==> src/hdl/itpt_pkg.sv <==
// Package for the indexed task priority table: widths, codes and the types
// shared by the cell row and the top level. No dependencies.
`default_nettype none

package itpt_pkg;

   localparam int TASK_SLOTS = 64;
   localparam int ID_W       = 20;
   localparam int PRIO_W     = 31;
   localparam int KIND_W     = 2;
   localparam int STATUS_W   = 3;
   localparam int OP_W       = 2;

   localparam logic [KIND_W-1:0] KIND_ADD    = 2'd0;
   localparam logic [KIND_W-1:0] KIND_EDIT   = 2'd1;
   localparam logic [KIND_W-1:0] KIND_REMOVE = 2'd2;
   localparam logic [KIND_W-1:0] KIND_EXEC   = 2'd3;

   localparam logic [STATUS_W-1:0] STAT_OK        = 3'd0;
   localparam logic [STATUS_W-1:0] STAT_EMPTY     = 3'd1;
   localparam logic [STATUS_W-1:0] STAT_NOT_FOUND = 3'd2;
   localparam logic [STATUS_W-1:0] STAT_FULL      = 3'd3;
   localparam logic [STATUS_W-1:0] STAT_DUPLICATE = 3'd4;

   localparam logic [OP_W-1:0] OP_NOP    = 2'd0;
   localparam logic [OP_W-1:0] OP_INSERT = 2'd1;
   localparam logic [OP_W-1:0] OP_REMOVE = 2'd2;

   typedef struct packed {
      logic [ID_W-1:0]   task_id;
      logic [ID_W-1:0]   user_id;
      logic [PRIO_W-1:0] prio;
   } data_type;

   typedef struct packed {
      logic     valid;
      data_type data;
   } entry_type;

   typedef struct packed {
      logic [ID_W-1:0]   task_id;
      logic [PRIO_W-1:0] prio;
   } key_type;

   typedef struct packed {
      logic [OP_W-1:0] op;
      entry_type       entry;
   } cmd_type;

endpackage

`default_nettype wire

==> src/hdl/itpt_cell.sv <==
// One cell of the sorted task row: holds one entry and its compare flags.
// Depends on itpt_pkg for the entry, key and command types.
`default_nettype none

module itpt_cell (
   input  wire                      clock,
   input  wire                      reset,
   input  wire                      cmp_en,
   input  wire itpt_pkg::key_type   cmp_key,
   input  wire itpt_pkg::cmd_type   cmd,
   input  wire                      shift_en,
   input  wire itpt_pkg::entry_type left_entry,
   input  wire                      left_above,
   input  wire itpt_pkg::entry_type right_entry,
   output itpt_pkg::entry_type      entry,
   output logic                     above,
   output logic                     match
);
   import itpt_pkg::*;

   logic      valid_ff;
   data_type  data_ff;
   entry_type entry_in;
   logic      above_ff;
   logic      above_in;
   logic      match_ff;
   logic      match_in;

   always_comb begin
      entry_in = {valid_ff, data_ff};
      case (cmd.op)
         OP_INSERT: begin
            if (left_above) begin
               entry_in = left_entry;
            end else if (above_ff) begin
               entry_in = cmd.entry;
            end
         end
         OP_REMOVE: begin
            if (shift_en) begin
               entry_in = right_entry;
            end
         end
         default: begin
            entry_in = {valid_ff, data_ff};
         end
      endcase
   end

   always_comb begin
      above_in = above_ff;
      match_in = match_ff;
      if (cmp_en) begin
         match_in = valid_ff && (data_ff.task_id == cmp_key.task_id);
         above_in = !valid_ff ||
                    ({cmp_key.prio, cmp_key.task_id} > {data_ff.prio, data_ff.task_id});
      end
   end

   always_ff @(posedge clock) begin
      if (reset) begin
         valid_ff <= 1'b0;
         above_ff <= 1'b0;
         match_ff <= 1'b0;
      end else begin
         valid_ff <= entry_in.valid;
         above_ff <= above_in;
         match_ff <= match_in;
      end
   end

   always_ff @(posedge clock) begin
      data_ff <= entry_in.data;
   end

   assign entry = {valid_ff, data_ff};
   assign above = above_ff;
   assign match = match_ff;

endmodule

`default_nettype wire

==> config.mk <==
export PLATFORM = sky130hd
export DESIGN_NAME = itpt_cell
export DESIGN_NICKNAME = d
export VERILOG_FILES = /design/src/hdl/itpt_pkg.sv /design/src/hdl/itpt_cell.sv
export SDC_FILE = /design/constraint.sdc
export NUM_CORES = 1
export LEC_CHECK = 0
export ABC_AREA = 1
export BUFFER_PORTS_ARGS = -buffer_cell sky130_fd_sc_hd__buf_2
export CAP_MARGIN = 40
export CORE_AREA = 4 4 132 134
export CTS_CLUSTER_SIZE = 25
export DETAILED_ROUTE_END_ITERATION = 16
export DIE_AREA = 0 0 136 138
export SLEW_MARGIN = 20
export SYNTH_ARGS = -nofsm -noshare
export SYNTH_HDL_FRONTEND = slang
export SYNTH_SLANG_ARGS = --single-unit
export TNS_END_PERCENT = 100
==> constraint.sdc <==
create_clock -name clock -period 7.5 [get_ports clock]
set_input_delay 0.75 -clock clock [delete_from_list [all_inputs] [get_ports clock]]
set_output_delay 0.75 -clock clock [all_outputs]
set_load 0.005 [all_outputs]
Word-level counts from Yosys, hierarchy flattened
Cells that the tools add are included.
{"block": "totals", "elab_cells": 21, "n_memories": 0, "ff_bits": 74, "mem_bits_ro": 0, "output_inout_bits": 74, "latchBits": 0, "ram_bits": 0}
{"block": "classes", "multipliers": 0, "reduce_logical": 5, "n_lt_le_gt_ge": 1, "shifts": 0, "muxes": 4, "n_eq_ne": 5, "addsub": 0, "bitwise": 0, "div": 0}
{"op": "two-way mux 72 bit", "count": 3}
{"op": "case mux 72 bit (2 select lines)", "count": 1}
{"op": "> comparator 51 bit", "count": 1}
{"op": "== test 20 bit", "count": 1}
{"op": "inequality test 3 bit (second input constant)", "count": 1}
{"op": "AND reduction 3 bit", "count": 1}
{"op": "== test 2 x 1 -> 1 bit (second input constant)", "count": 1}
{"op": "== test 2 bit (second input constant)", "count": 1}
{"op": "inequality test 2 bit (second input constant)", "count": 1}
{"op": "nonzero test 2 bit", "count": 1}
{"op": "logical AND 1 bit", "count": 1}
{"op": "logical NOT 1 bit", "count": 1}
{"op": "logical OR 1 bit", "count": 1}

Longest topological paths before layout
Gate-level depths: netlist of run 1.
{"block": "depth", "depth_word": 3, "mapped_depth": 14}

Worst setup path after synthesis of run 1
OpenSTA, ideal clock, no wires.
{"block": "synth_path", "path_kind": "input-to-reg", "from": "input cmd[72] in the netlist's numbering", "to": "register valid_ff", "t_arrival_ns": 6.711, "path_slack_ns": 0.685, "stages": 4, "setup_time_ns": 0.105, "t_required_ns": 7.395, "path_cell_list": "inv_1 -> o31ai_1 -> o21ai_0 -> a21oi_1"}
{"block": "synth_via", "elab_chain_cells": 3}
{"item": "from (decl)", "line": "itpt_cell.sv:10", "text": "input wire itpt_pkg::cmd_type cmd,"}
{"item": "== test 2 x 1 -> 1 bit / == test 2 bit (equally long branches)", "line": "itpt_cell.sv:31", "text": "case (cmd.op)"}
{"item": "inequality test 3 bit (no source line) (tied with other cells)"}
{"item": "AND reduction 3 bit (no source line)"}
{"item": "to (signal assigned)", "line": "itpt_cell.sv:66", "text": "valid_ff <= entry_in.valid;"}
{"item": "to (decl)", "line": "itpt_cell.sv:21", "text": "logic valid_ff;"}
Parallel ways exist; a longest one is shown, timed or not.
A chain may end at the register's enable or synchronous reset.

==> results of run 1 <==
## flip-flops by register name, indices dropped and copies added, names as in the netlist
signal    cells
match         1
above         1
entry        71
valid_ff      1
## stage by stage
| stage | worst slack (ps) | cells |
|---|---|---|
| floorplan | 685 | 644 |
| global placement | 4640 | 1185 |
| detailed placement | 4600 | 1185 |
| CTS | 4980 | 1201 |
| global route | 4840 | 1202 |
| finish | 4980 | 1202 |
## power groups by stage
| stage | combinational [W] | sequential, W | clock (W) |
|---|---|---|---|
| floorplan | 0.000131 | 0.000521 | 0 |
| global placement | 0.000268 | 0.000514 | 0 |
| detailed placement | 0.000270 | 0.000515 | 0 |
| CTS | 0.000271 | 0.000507 | 0.000478 |
| global route | 0.000305 | 0.000510 | 0.000496 |
| finish | 0.000267 | 0.000506 | 0.000463 |
## metal layers
layer | global-route usage, % | share of wire [%] | vias to the layer above
li1 | - | - | 2814
met1 | 20.2 | 38 | 2442
met2 | 33.1 | 51 | 220
met3 | 5.67 | 8.3 | 37
met4 | 6.58 | 2.5 | 4
met5 | 0 | 0.15 | -
## cells in the mapped netlist
| master | n |
|---|---|
| nand2_1 | 207 |
| nor2_1 | 88 |
| a31oi_1 | 71 |
| edfxtp_1 | 71 |
| inv_1 | 71 |
| ha_1 | 51 |
| buf_2 | 29 |
| a21oi_1 | 22 |
| o21ai_0 | 7 |
| nand3_1 | 6 |
| nor2_2 | 5 |
| dfxtp_1 | 3 |
| a21o_1 | 2 |
| nand4_1 | 2 |
| a211oi_1 | 1 |
| buf_4 | 1 |
| clkbuf_1 | 1 |
| inv_2 | 1 |
| nand2_2 | 1 |
| nor4_2 | 1 |
| o21a_1 | 1 |
| o31ai_1 | 1 |
| or2_2 | 1 |
## cell type report
cell class / count / share of cell area (%)
antenna: 1 / 0.0342
clock buffer: 10 / 3.13
clock inverter: 6 / 1.11
inverter: 72 / 3.69
multi-input combinational: 467 / 34.1
sequential: 74 / 30.0
tap: 220 / 3.76
timing repair buffer: 352 / 24.2
## worst max-delay path by stage
| stage | start | end | slack, ps | cells after the start |
|---|---|---|---|---|
| 6_report | left_above | entry[58] | 4980 | 6 |
| 5_1_grt | left_above | entry[58] | 4840 | 6 |
| 4_1_cts | left_above | entry[58] | 4980 | 6 |
| 3_5_place_dp | left_above | entry[33] | 4600 | 6 |
| 3_3_place_gp | left_above | entry[42] | 4640 | 6 |
| 2_1_floorplan | cmd[72] | valid_ff | 680 | 4 |
## critical path, cell delays in order
cell,delay (ps)
buf_2,80
buf_4,630
inv_2,420
buf_4,410
nand2_1,140
a31oi_1,90
## logic make-up after synthesis
| kind of cell | count (synthesis) | synth area share [%] |
|---|---|---|
| and+or+nand+nor | 311 | 23.7 |
| AOI/OAI and AO/OA | 105 | 12.3 |
| buffers and inverters | 103 | 8.38 |
| DFF | 74 | 43.1 |
| adders and majority gates | 51 | 12.5 |
==> out/metrics.csv, run 1 <==
metric;value;unit
status;finished, final reports clean;
I/O pin cnt;348;
Post-Route Utilization;44.9;%
hold path startpoint;match;
1st-iter DRT viols;227;
measured slew at the worst slew-check pin;842;ps
GRT Total Usage;18.4;%
Synth top area share;41.9;%
DP HPWL;14700;um
Tot Pwr;0.00124;W
CP max FO;74;
Req. time, crit path;7550;ps
synth unique cells;23;
post-CTS setup buffer count;0;
hold path endpoint;match;
Fin Clk Skew;4.44;ps
combinational share of power;21.6;%
cell area power density;169;nW/um^2
worst skew pair latency;340;ps
Max Cap Viol;0;
IO Port Bufs;347;
first-pass GRT wire length;26900;um
CP Class;in2reg;
# rows;47;
top cells by area, synth;edfxtp_1, nand2_1, ha_1;
clock sink total;74;
routed length per instance;14.9;um
Hold Path Cell Cnt;2;
Core Area;16300;um^2
Synth-to-Final Area Change;43.8;%
GRT overflow;0;
Initial Util;31.2;%
syn_nets;969;
clk slew on worst S/H paths;60;ps
critical path endpoint category;flop;
Register-to-Register Path Depth;10;
largest net degree at the start of global routing;85;
sw frac;26.5;%
final-stage net count;1301;
reg2reg end;above;
Reg power frac;41.0;%
Internal Power;0.000908;W
Die Wd;136;um
initial antenna violation count;3;
commonest cells after routing, fill and taps aside;buf_2, nand2_1, nor2_1;
vias in the first global route;5271;
r2r setup slk;5880;ps
CTS resizes;0;
CTS Root Buffer Type;clkbuf_16;
RSZ-0062 raised after global routing;no;
final instance area;7320;um^2
gate count after technology mapping;644;
Avg Inst Size Synth;7.90;um^2
CTS tree;built;
CTS buffer count;9;
class of the tightest hold or removal check;reg2reg;
remaining antenna violation count;0;
FF+latch count, synth;74;
Final Max Slew Viols;0;
H-Tree Depth;3;
DRC Markers;0;
VDD IR-drop max;0.0000996;V
CTS Buffer Depth;2;
Multi-input gate area;2490;um^2
TritonRoute pass-1 iters;4;
final hold violations;0;
yosys warns;0;
sw power;0.000328;W
Die ar.;18800;um^2
cell taking the most area after synthesis;edfxtp_1;
critical path arrival;2570;ps
Hold WS;459;ps
register area;2190;um^2
startpoint types;input pin;
gpl congestion;0.854;
Final setup violation count;0;
Mapped Area;5090;um^2
vias per cell;4.59;
Tmin final;2520;ps
post-synthesis sequential area ratio;43.1;%
layout cell share with drive strength beyond 1;38.3;%
FF-to-FF Start;entry[53];
Die Ht;138;um
Leakage Power;3.83;nW
f_max;397;MHz
DP Area;7000;um^2
Worst slew margin;43.9;%
most common cell after layout, fill and taps aside;buf_2;
hold buffers post-CTS;0;
vias;5517;
post-route setup TNS;0;ps
DRT Wirelength;17900;um
crit share post-route;33.6;%
clock power share;37.4;%
Fillers;1704;
No activity file was read; power rests on OpenSTA's default activity.
==> inputs of run 2 (changes only) <==
Settings changed: ABC_AREA 1 to 0, CORE_AREA 4 4 132 134 to 4 4 135 137, DIE_AREA 0 0 136 138 to 0 0 139 141.
Clock period 7.5 ns to 2.25 ns, I/O delays scaled along.
==> out/metrics.csv, run 2 <==
metric;value;unit;change
Post-synth top cells;nand2_1, o21ai_0, mux2i_1;;was nand2_1, nor2_1, a31oi_1, edfxtp_1, inv_1
routed length per instance;15.4;um;was 14.9 um
Die Ht;141;um;was 138 um
Leakage Power;3.76;nW;was 3.83 nW
vias;4803;;was 5517
Synth top area share;42.6;%;was 41.9%
Mapped Area;5000;um^2;was 5090 um^2
CTS Root Buffer Type;clkbuf_16;;unchanged
critical path endpoint category;flop;;unchanged
H-Tree Depth;3;;unchanged
# rows;48;;was 47
Hold WS;77.3;ps;was 459 ps
Die ar.;19600;um^2;was 18800 um^2
final hold violations;0;;unchanged
measured slew at the worst slew-check pin;509;ps;was 842 ps
ys async rst share;0;%;unchanged
crit share post-route;98.0;%;
gpl congestion;0.884;;was 0.854
TritonRoute pass-1 iters;4;;unchanged
post-synthesis sequential area ratio;43.8;%;was 43.1%
first-pass GRT wire length;25000;um;was 26900 um
syn_nets;831;;was 969
FF-to-FF Start;entry[9];;was entry[53]
DP Area;7050;um^2;was 7000 um^2
final-stage net count;1173;;was 1301
DP HPWL;13900;um;was 14700 um
DRT Wirelength;16600;um;was 17900 um
Avg Inst Size Synth;9.89;um^2;was 7.90 um^2
commonest cells after routing, fill and taps aside;buf_2, nand2_1, o21ai_0, mux2i_1, edfxtp_1;;was buf_2, nand2_1, nor2_1
startpoint types;flop;;was input pin
Initial Util;29.3;%;was 31.2%
remaining antenna violation count;0;;unchanged
Die Wd;139;um;was 136 um
worst skew pair latency;330;ps;was 340 ps
count leader, synth;nand2_1;;unchanged
hold path startpoint;reset;;was match
largest net degree at the start of global routing;73;;was 85
1st-iter DRT viols;115;;was 227
DRC Markers;0;;unchanged
initial antenna violation count;0;;was 3
Tmin final;2200;ps;
Post-synth EDFFs;71;;unchanged
Fillers;1717;;was 1704
origin of the worst setup path;entry[9];;was left_above
clock sink total;74;;unchanged
hold buffers post-CTS;0;;unchanged
GRT overflow;0;;unchanged
cell taking the most area after synthesis;edfxtp_1;;unchanged
class of the tightest hold or removal check;in2reg;;was reg2reg
IO Port Bufs;347;;unchanged
RSZ-0062 raised after global routing;yes;;was no
critical path arrival;2420;ps;was 2570 ps
Final setup violation count;0;;unchanged
Core Area;17100;um^2;was 16300 um^2
f_max;454;MHz;
Req. time, crit path;2460;ps;was 7550 ps
CTS Buffer Depth;2;;unchanged
synth unique cells;34;;was 23
vias per cell;4.46;;was 4.59
layout cell share with drive strength beyond 1;44.5;%;was 38.3%
Multi-input gate area;2590;um^2;was 2490 um^2
gate count after technology mapping;506;;was 644
register area;2190;um^2;unchanged
Synth-to-Final Area Change;48.6;%;was 43.8%
CP Class;reg2reg;;was in2reg
CP max FO;2;;was 74
Fin Clk Skew;5.98;ps;was 4.44 ps
GRT Total Usage;16.3;%;was 18.4%
Max Cap Viol;0;;unchanged
I/O pin cnt;348;;unchanged
top cells by area, synth;edfxtp_1, mux2i_1, ha_1;;was edfxtp_1, nand2_1, ha_1
vias in the first global route;4764;;was 5271
FF+latch count, synth;74;;unchanged
Worst slew margin;66.1;%;was 43.9%
pre-CTS setup slack;2.74;ps;was 4600 ps
CTS tree;built;;unchanged
final instance area;7440;um^2;was 7320 um^2
most common cell after layout, fill and taps aside;buf_2;;unchanged
CTS buffer count;9;;unchanged
status;finished, final reports clean;;unchanged
yosys warns;0;;unchanged
VDD IR-drop max;0.000327;V;was 0.0000996 V
cell area power density;566;nW/um^2;was 169 nW/um^2
Synth Flop Type;edfxtp_1;;unchanged
clk slew on worst S/H paths;60;ps;about the same
worst setup margin;45.8;ps;was 4980 ps
n_diodes;0;;was 1
max reg flops;71;;unchanged
Final Max Slew Viols;0;;unchanged
==> run 2: power by group <==
part	internal (W)	total [W]	switching [W]
clock network	0.00107	0.00163	0.000562
registers	0.00164	0.00168	0.0000381
logic	0.000454	0.000892	0.000437
==> run 2: cell type report <==
class	count	share of cell area, %
Inverter	52	2.62
Multi-Input combinational cell	356	34.8
Timing Repair Buffer	355	24.9
Clock buffer	9	3.03
Tap cell	225	3.79
Sequential cell	74	29.5
Clock inverter	6	1.43
==> run 2: logic make-up after synthesis <==
logic type	Yosys count	synth area share, %
AO/OA/AOI/OAI	115	12.9
flip-flops	74	43.8
buffers and inverters	76	5.80
adder cells (fa/ha/maj)	51	12.8
multiplexers	73	14.6
AND/OR/NAND/NOR	117	10.1
==> run 2: final timing paths <==
check        cells after the start  slack, ps     to
max                              8         50  above
min reg2reg                      2        500  match
min                              2         80  match
max reg2reg                      8         50  above
==> run 2: metal layers <==
layer  GRT usage [%]  part of all wire [%]  vias to the layer above
met3            6.07                   9.4                       16
met5               0                     0                        -
met2            29.3                    50                      211
li1                -                     -                     2507
met1            18.2                    39                     2069
met4            4.53                   1.4                        0
==> run 2: timing repair <==
item / CTS / global route
endpoints found under the setup margin: 1 / 1
gates resized for setup: 1 / 7
buffers inserted: 0 / 1
pin swaps: 0 / 7
hold endpoints to repair: 0 / 0
==> run 2: critical path, cell delays in order (launching register included) <==
cell	delay [ps]
edfxtp_1	380
inv_1	70
ha_1	220
and2_4	160
a221o_1	320
a221o_1	370
a2111oi_4	310
o211a_1	220
a21oi_2	50
==> run 2: per-stage QoR <==
stage / setup TNS (ps) / instances / power (W) / util, %
2_1_floorplan: 0 / 506 / 0.00213 / -
3_3_place_gp: 0 / 1061 / 0.00259 / 41.3
3_5_place_dp: 0 / 1061 / 0.00261 / 41.3
4_1_cts: 0 / 1076 / 0.00427 / 43.3
5_1_grt: -53.8 / 1077 / 0.00445 / 43.6
6_report: 0 / 1077 / 0.00421 / 43.6
==> inputs of run 3 (changes only) <==
--- a/config.mk
+++ b/config.mk
@@ -9,8 +9,10 @@
 export BUFFER_PORTS_ARGS = -buffer_cell sky130_fd_sc_hd__buf_2
 export CAP_MARGIN = 40
-export CORE_AREA = 4 4 135 137
+export CORE_ASPECT_RATIO = 0.5
+export CORE_MARGIN = 4
+export CORE_UTILIZATION = 38
 export CTS_CLUSTER_SIZE = 25
 export DETAILED_ROUTE_END_ITERATION = 16
-export DIE_AREA = 0 0 139 141
+export PLACE_DENSITY = 0.78
 export SLEW_MARGIN = 20
 export SYNTH_ARGS = -nofsm -noshare
==> constraint.sdc (replaced) <==
create_clock -name clock -period 2.25 [get_ports clock]
set_input_delay 0.1125 -clock clock [delete_from_list [all_inputs] [get_ports clock]]
set_output_delay 0.1125 -clock clock [all_outputs]
set_load 0.005 [all_outputs]
==> out/metrics.csv, run 3 (synthesized netlist as in run 2, its figures left out) <==
metric;value;unit;change
CTS buffer count;9;;unchanged
clock power share;36.7;%;was 38.8%
Req. time, crit path;2450;ps;was 2460 ps
Fillers;1149;;was 1717
crit share post-route;94.7;%;was 98.0%
met3 WL post-DR;1140;um;was 1560 um
clk slew on worst S/H paths;60;ps;about the same
# rows;29;;was 48
post-CTS setup buffer count;0;;unchanged
final-stage net count;1174;;was 1173
Die Wd;170;um;was 139 um
worst skew pair latency;320;ps;was 330 ps
1st-iter DRT viols;226;;was 115
Final setup violation count;0;;unchanged
vias per cell;4.90;;was 4.46
wl on met1;6560;um;was 6430 um
Tmin final;2130;ps;was 2200 ps
class of the tightest hold or removal check;in2reg;;unchanged
met2 wire len;8910;um;was 8350 um
Post-Route Utilization;57.2;%;was 43.6%
VDD IR-drop max;0.000400;V;was 0.000327 V
gpl congestion;0.949;;was 0.884
Final Max Slew Viols;0;;unchanged
vias;5020;;was 4803
post-route setup TNS;0;ps;unchanged
Internal Power;0.00306;W;was 0.00317 W
Register-to-Register Path Depth;8;;unchanged
TritonRoute pass-1 iters;5;;was 4
Leakage Power;3.75;nW;was 3.76 nW
Die Ht;89.1;um;was 141 um
Die ar.;15200;um^2;was 19600 um^2
CP Class;reg2reg;;unchanged
register area;2190;um^2;unchanged
initial antenna violation count;1;;was 0
DRT Wirelength;16900;um;was 16600 um
routed length per instance;16.5;um;was 15.4 um
H-Tree Depth;3;;unchanged
Synth-to-Final Area Change;46.1;%;was 48.6%
DRC Markers;0;;unchanged
Hold Path Cell Cnt;3;;was 2
final hold violations;0;;unchanged
FF-to-FF Start;entry[8];;was entry[9]
CTS tree;built;;unchanged
combinational share of power;22.2;%;was 21.2%
CP max FO;2;;unchanged
startpoint types;flop;;unchanged
sw power;0.00103;W;was 0.00104 W
max reg flops;71;;unchanged
Worst slew margin;68.9;%;was 66.1%
critical path endpoint category;flop;;unchanged
RSZ-0062 raised after global routing;no;;was yes
critical path arrival;2340;ps;was 2420 ps
Reg power frac;41.2;%;was 40.0%
CTS Root Buffer Type;clkbuf_16;;unchanged
f_max;469;MHz;was 454 MHz
I/O pin cnt;348;;unchanged
GRT overflow;0;;unchanged
Max Cap Viol;0;;unchanged
status;finished, final reports clean;;unchanged
clock sink total;74;;unchanged
reg2reg end;above;;unchanged
measured slew at the worst slew-check pin;467;ps;was 509 ps
Multi-input gate area;2550;um^2;was 2590 um^2
IO Port Bufs;347;;unchanged
Core Area;12800;um^2;was 17100 um^2
layout cell share with drive strength beyond 1;43.9;%;was 44.5%
CTS Buffer Depth;2;;unchanged
Fin Clk Skew;7.39;ps;was 5.98 ps
vias in the first global route;5067;;was 4764
most common cell after layout, fill and taps aside;buf_2;;unchanged
DP HPWL;14400;um;was 13900 um
Initial Util;39.2;%;was 29.3%
hold path startpoint;right_entry[44];;was reset
remaining antenna violation count;0;;unchanged
r2r setup slk;120;ps;was 50 ps
Top Metal Used;met5;;was met4
sw frac;25.2;%;was 24.7%
largest net degree at the start of global routing;87;;was 73
cell area power density;559;nW/um^2;was 566 nW/um^2
n_diodes;0;;unchanged
hold path endpoint;entry[44];;was match
commonest cells after routing, fill and taps aside;buf_2, nand2_1, o21ai_0, mux2i_1, edfxtp_1;;unchanged
GRT Total Usage;20.8;%;was 16.3%
first-pass GRT wire length;24700;um;was 25000 um
## run 3: worst max-delay path by stage
| stage | start | to | slack, ps | cells past startpoint |
|---|---|---|---|---|
| floorplan | entry[8] | above | 160 | 8 |
| global placement | entry[8] | above | 80 | 8 |
| detailed placement | entry[8] | above | 30 | 8 |
| CTS | entry[8] | above | 5 | 8 |
| global route | entry[8] | above | 20 | 8 |
| finish | entry[8] | above | 120 | 8 |
## run 3: final cells by class
type	count	share of cell area, %
Inverter	52	2.67
Clock inverter	6	1.11
Tap cell	170	2.91
Timing Repair Buffer	356	25.3
Sequential cell	74	30.0
Multi-Input combinational cell	356	34.9
Clock buffer	10	3.13
## run 3: metal layers
layer	global-route usage [%]	up-vias
met4	5.14	2
met3	4.95	28
met2	38.5	161
li1	-	2508
met1	24.8	2321
met5	0	-
## run 3: power by group through the flow
stage | clock network, W | logic, W | registers [W]
2_1_floorplan | 0 | 0.000409 | 0.00172
3_3_place_gp | 0 | 0.000861 | 0.00171
3_5_place_dp | 0 | 0.000906 | 0.00171
4_1_cts | 0.00153 | 0.000913 | 0.00168
5_1_grt | 0.00159 | 0.00102 | 0.00169
6_report | 0.00150 | 0.000906 | 0.00168
## run 3: metrics by stage
step | area (um^2) | cells | setup WS (ps) | hold WS, ps | total power (W)
6_report | 7310 | 1024 | 118 | 66.2 | 0.00409
5_1_grt | 7310 | 1024 | 15.4 | 63.5 | 0.00430
4_1_cts | 7290 | 1024 | 4.79 | 52.1 | 0.00413
3_5_place_dp | 6970 | 1007 | 34.8 | 312 | 0.00262
3_3_place_gp | 6970 | 1007 | 75.0 | 307 | 0.00257
2_1_floorplan | 5010 | 506 | 160 | 182 | 0.00213
## run 3: critical path, stage by stage (launching register included)
cell,delay (ps)
edfxtp_1,400
inv_2,80
ha_4,190
a21o_1,160
a221o_1,330
a221o_1,330
a2111oi_2,300
o211a_1,170
a21oi_1,50
## run 3: what timing repair did
action	CTS	global route
hold buffers	1	0
endpoints found under the setup margin	0	1
gates resized for setup	0	3
endpoints found under the hold margin	2	0
